<file path="src/sv/rgbob_pkg.sv">
// ----------------------------------------------------------------------------
// RGBA over blend package
// Widths and sideband types shared by the blend pipeline and its divider.
// ----------------------------------------------------------------------------
package rgbob_pkg;

  localparam int QW     = 9;   // quotient bits, one more than a channel
  localparam int RW     = 27;  // dividend / remainder width
  localparam int DW     = 18;  // divisor width
  localparam int LANES  = 3;

  typedef struct packed {
    logic [7:0] red;
    logic [7:0] green;
    logic [7:0] blue;
    logic [7:0] alpha;
  } pix_t;

  // bypass: the blend result is replaced by pix; otherwise pix.alpha
  // carries the blended alpha
  typedef struct packed {
    logic bypass;
    pix_t pix;
  } side_t;

endpackage

</file>
<file path="src/sv/rgbob_div.sv">
// ----------------------------------------------------------------------------
// RGBA over blend divider
// Three-lane restoring divider, one quotient bit per register stage.
// ----------------------------------------------------------------------------
module rgbob_div (
  input  logic                                         clk,
  input  logic                                         rst,
  input  logic                                         en,
  input  logic                                         in_valid,
  input  logic [rgbob_pkg::LANES-1:0][rgbob_pkg::RW-1:0] dividend,
  input  logic [rgbob_pkg::LANES-1:0][rgbob_pkg::DW-1:0] divisor,
  input  rgbob_pkg::side_t                             side_in,
  output logic                                         out_valid,
  output logic [rgbob_pkg::LANES-1:0][rgbob_pkg::QW-1:0] quotient,
  output rgbob_pkg::side_t                             side_out
);

  localparam int NS = rgbob_pkg::QW;
  localparam int L  = rgbob_pkg::LANES;

  logic [NS-1:0]                                   v;
  logic [L-1:0][rgbob_pkg::RW-1:0]                 rem   [NS];
  logic [L-1:0][rgbob_pkg::DW-1:0]                 dvs   [NS];
  logic [L-1:0][rgbob_pkg::QW-1:0]                 q     [NS];
  rgbob_pkg::side_t                                sd    [NS];

  logic [NS-1:0]                                   v_in;
  logic [L-1:0][rgbob_pkg::RW-1:0]                 rem_in  [NS];
  logic [L-1:0][rgbob_pkg::DW-1:0]                 dvs_in  [NS];
  logic [L-1:0][rgbob_pkg::QW-1:0]                 q_in    [NS];
  rgbob_pkg::side_t                                sd_in   [NS];
  logic [L-1:0][rgbob_pkg::RW-1:0]                 rem_next[NS];
  logic [L-1:0][rgbob_pkg::QW-1:0]                 q_next  [NS];

  genvar k;
  generate
    for (k = 0; k < NS; k++) begin : g_stage
      if (k == 0) begin : g_first
        assign v_in[k]   = in_valid;
        assign rem_in[k] = dividend;
        assign dvs_in[k] = divisor;
        assign q_in[k]   = '0;
        assign sd_in[k]  = side_in;
      end else begin : g_rest
        assign v_in[k]   = v[k-1];
        assign rem_in[k] = rem[k-1];
        assign dvs_in[k] = dvs[k-1];
        assign q_in[k]   = q[k-1];
        assign sd_in[k]  = sd[k-1];
      end

      // try subtracting the divisor scaled to this quotient bit
      always_comb begin
        logic [rgbob_pkg::RW-1:0] sh;
        rem_next[k] = rem_in[k];
        q_next[k]   = q_in[k];
        for (int l = 0; l < L; l++) begin
          sh = rgbob_pkg::RW'(dvs_in[k][l]) << (NS - 1 - k);
          if (rem_in[k][l] >= sh) begin
            rem_next[k][l]          = rem_in[k][l] - sh;
            q_next[k][l][NS - 1 - k] = 1'b1;
          end
        end
      end

      always_ff @(posedge clk) begin
        if (rst) begin
          v[k] <= 1'b0;
        end else if (en) begin
          v[k] <= v_in[k];
        end
      end

      always_ff @(posedge clk) begin
        if (en) begin
          rem[k] <= rem_next[k];
          dvs[k] <= dvs_in[k];
          q[k]   <= q_next[k];
          sd[k]  <= sd_in[k];
        end
      end
    end
  endgenerate

  assign out_valid = v[NS-1];
  assign quotient  = q[NS-1];
  assign side_out  = sd[NS-1];

endmodule

</file>
<file path="config.mk">
export PLATFORM = sky130hd
export DESIGN_NAME = rgbob_div
export DESIGN_NICKNAME = d
export VERILOG_FILES = /design/src/sv/rgbob_pkg.sv /design/src/sv/rgbob_div.sv
export SDC_FILE = /design/constraint.sdc
export NUM_CORES = 2
export LEC_CHECK = 0
export ABC_CLOCK_PERIOD_IN_PS = 9800
export BUFFER_PORTS_ARGS = -buffer_cell sky130_fd_sc_hd__buf_2
export CAP_MARGIN = 0
export CORE_MARGIN = 5
export CORE_UTILIZATION = 25
export CTS_CLUSTER_SIZE = 30
export DETAILED_ROUTE_END_ITERATION = 12
export GPL_TIMING_DRIVEN = 0
export MAX_ROUTING_LAYER = met4
export PLACE_DENSITY = 0.49
export SYNTH_ARGS = -nofsm -noshare
export SYNTH_HDL_FRONTEND = slang
export SYNTH_SLANG_ARGS = --single-unit
</file>
<file path="constraint.sdc">
create_clock -name clk -period 9.8 [get_ports clk]
set_input_delay 0.98 -clock clk [delete_from_list [all_inputs] [get_ports clk]]
set_output_delay 0.98 -clock clk [all_outputs]
set_load 0.05 [all_outputs]
</file>
==> flow_summary.toml <==
[cts]
hold_buffers = 0
cts-htree-levels = 4
cts_sinks = 1521
cts_max_path_buffers = 4
clock_latency_ns = 0.85
cts_made_buffers = 180
cts_tree = "built"
cts.repair.resized = 0
cts_root_buf = "clkbuf_16"
path_clk_slew_ns = 0.06
post_cts_buffers = 0

[sta]
post-route-min-period_ns = 4.12
finalSetupTns_ns = 0
fin_crit_sh = 0.421
whs_ns = 0.306
rsz0062_at_grt = "no"
slew_violations = 0
finClkSkew_ns = 0.0558
setup_viol = 0
worst_pin_slew_ns = 1.04
hold_viol = 0
max_freq_ghz = 0.243
slew_headroom = 0.304

[setup_path]
start_kind = "register"
r2r_start = "rem[0][354]$_DFFE_PP_"
cp_top_family = "compound AO/OA/AOI/OAI gates"
path_common_cell = "a21oi_1"
slowest_delay_ns = 0.62
crit_start = "rem[0][354]$_DFFE_PP_"
end_kind = "register"
critPathMaxFanout = 10
critical_path_arrival_ns = 4.76
cpMaxStageDelayCell = "a211oi_1"
cp.required_ns = 10.44
worstSetupPathDepth = 13
ff2ff_path_depth = 13
crit_type = "reg2reg"
critPathBufInv = 4
path_cells = "inv_1, ha_1, inv_1, fa_1, a21oi_1, o211ai_1, a211oi_1, o21ai_0, a21oi_1, o21ai_0, clkbuf_1, clkbuf_1, a21oi_1"

[synth]
ys_seq_area_frac = 0.601
syn_area_per_cell_sq_um = 12.3
synthFlopType = "edfxtp_1"
ys_warn_count = 0
synth.distinct_cells = 93
synth-edff-count = 1512
synth_top_cell_by_area = "edfxtp_1"
syn_area_sq_um = 75800
synth_top_area_frac = 0.599
synth_area_leaders = "edfxtp_1, ha_1, a21oi_1"
synth-seq-cells = 1521
syn-num-nets = 6838
synthCells = 6156
async_reset_ff_frac = 0

[worst_hold_path]
hold_depth = 1
hp-class = "in2reg"
hp-start = "side_in[23]"

[cells_and_area]
nets = 7260
multi_input_area_sq_um = 27400
drive_gt1_frac = 0.105
area.sequential_sq_um = 45600
final_common_cell = "edfxtp_1"
n_fill_cell = 30400
area_growth_pct = 16.3
final_cell_mix = "edfxtp_1, inv_1, ha_1"
final_util = 0.291

[route]
drc = 0
drt_wl_total_microns = 171000
num_vias = 46900
drt_iter0_drc = 2486
routedLengthMet1_microns = 72500
maxUsedRoutingLayer = "met4"
ant_nets = 0
wl_met2_microns = 81500
viasPerCell = 4.38
wl_met3_microns = 6610
detail_route.wl_per_cell_microns = 16.0
first_pass_iters = 5

[power]
power_density_nw_per_um2 = 266
max-vdd-ir-drop_mv = 0.134
leakage_nw = 34.0

[floorplan]
ioPinCount = 233
dieWidth_microns = 561
rows = 202
core_area_sq_um = 303000
die_h_microns = 561
die_area_sq_um = 314000
start_util = 0.251

[global_routing]
gr-usage-all-layers = 0.109
grt_max_degree = 184
overflow = 0
grt_pass1_vias = 48100
antenna_found_initial = 26
grt_first_pass_wirelength_microns = 267000

[outcome]
status = "complete, no violations"

[run]
drv_cap = 0

[placement]
gp_congestion = 0.916
hpwl_microns = 129000
portBuffers = 231
per-layer routing:
layer / vias up / GRT usage
met5: - / -
met4: 0 / 0.0602
met3: 467 / 0.0193
met2: 926 / 0.182
met1: 22000 / 0.123
li1: 23500 / -
sequential cells by signal (all words and copies together) (netlist names):
register / flops
sd: 297
rem: 648
out_valid: 1
q: 135
v: 8
dvs: 432
cells in the mapped netlist, types with 18 or more instances:
master	number
a21o_1	185
nor3_1	106
inv_1	623
nor4_1	51
or3_1	30
a31oi_1	41
ha_1	486
o21a_1	63
nor4b_1	18
o211ai_1	24
a211oi_1	40
edfxtp_1	1512
or4_1	19
nand2b_1	74
nand2_1	368
nor2b_1	69
nand4b_1	19
clkbuf_1	70
xnor2_1	259
buf_2	33
and3_1	25
a21oi_1	480
mux2_2	109
mux2i_1	22
fa_1	24
nand4_1	74
nor2_1	422
o31ai_1	33
xor2_1	168
o21ai_0	317
nand3_1	84
o21bai_1	42
report_power, final:
group / internal [mW] / leakage (nW) / switching [mW]
sequential: 8.88 / 14.7 / 0.714
combinational: 3.17 / 16.3 / 4.03
clock: 3.92 / 2.89 / 2.74
logic make-up after synthesis:
| group | Yosys count | synth area share |
|---|---|---|
| AND/OR/NAND/NOR | 1437 | 0.0921 |
| multiplexers | 132 | 0.0192 |
| adder cells (fa/ha/maj) | 510 | 0.0865 |
| XOR/XNOR | 427 | 0.0493 |
| AO/OA/AOI/OAI | 1390 | 0.114 |
| flip-flops | 1521 | 0.601 |
| buffers and inverters | 739 | 0.0374 |
worst paths after layout:
check,slack [ns],to
max,5.68,rem[0][440]$_DFFE_PP_
min reg2reg,0.41,sd[2][11]$_DFFE_PP_
min,0.31,sd[0][23]$_DFFE_PP_
max reg2reg,5.68,rem[0][440]$_DFFE_PP_
worst register-to-register path, cell delays in order (launching register included):
cell      delay, ns
edfxtp_1       0.38
inv_1          0.07
ha_1           0.15
inv_1          0.05
fa_1           0.41
a21oi_1        0.27
o211ai_1       0.18
a211oi_1       0.62
o21ai_0        0.21
a21oi_1        0.24
o21ai_0        0.36
clkbuf_1       0.40
clkbuf_1       0.36
a21oi_1        0.24
stage by stage:
| step | setup WS (ns) | instances | instance area (sq um) | power, mW |
|---|---|---|---|---|
| after floorplan | 6.35 | 6156 | 75800 | 15.0 |
| after global placement | -16.22 | 10400 | 82000 | 17.1 |
| after detailed placement | 5.23 | 10400 | 82200 | 16.9 |
| after CTS | 5.51 | 10700 | 88200 | 23.8 |
| after global routing | 5.30 | 10700 | 88200 | 25.0 |
| final | 5.68 | 10700 | 88200 | 23.4 |
final cells by class:
class / count / share of cell area
inverters: 625 / 0.0266
clock buffers: 214 / 0.0526
well taps: 3978 / 0.0564
diodes: 12 / 0.000341
multi-input cells: 3896 / 0.311
repair buffers: 240 / 0.0161
plain buffers: 114 / 0.00558
flip-flops and latches: 1521 / 0.517
clock inverters: 112 / 0.0146
Power figures use the tool's default switching activity.
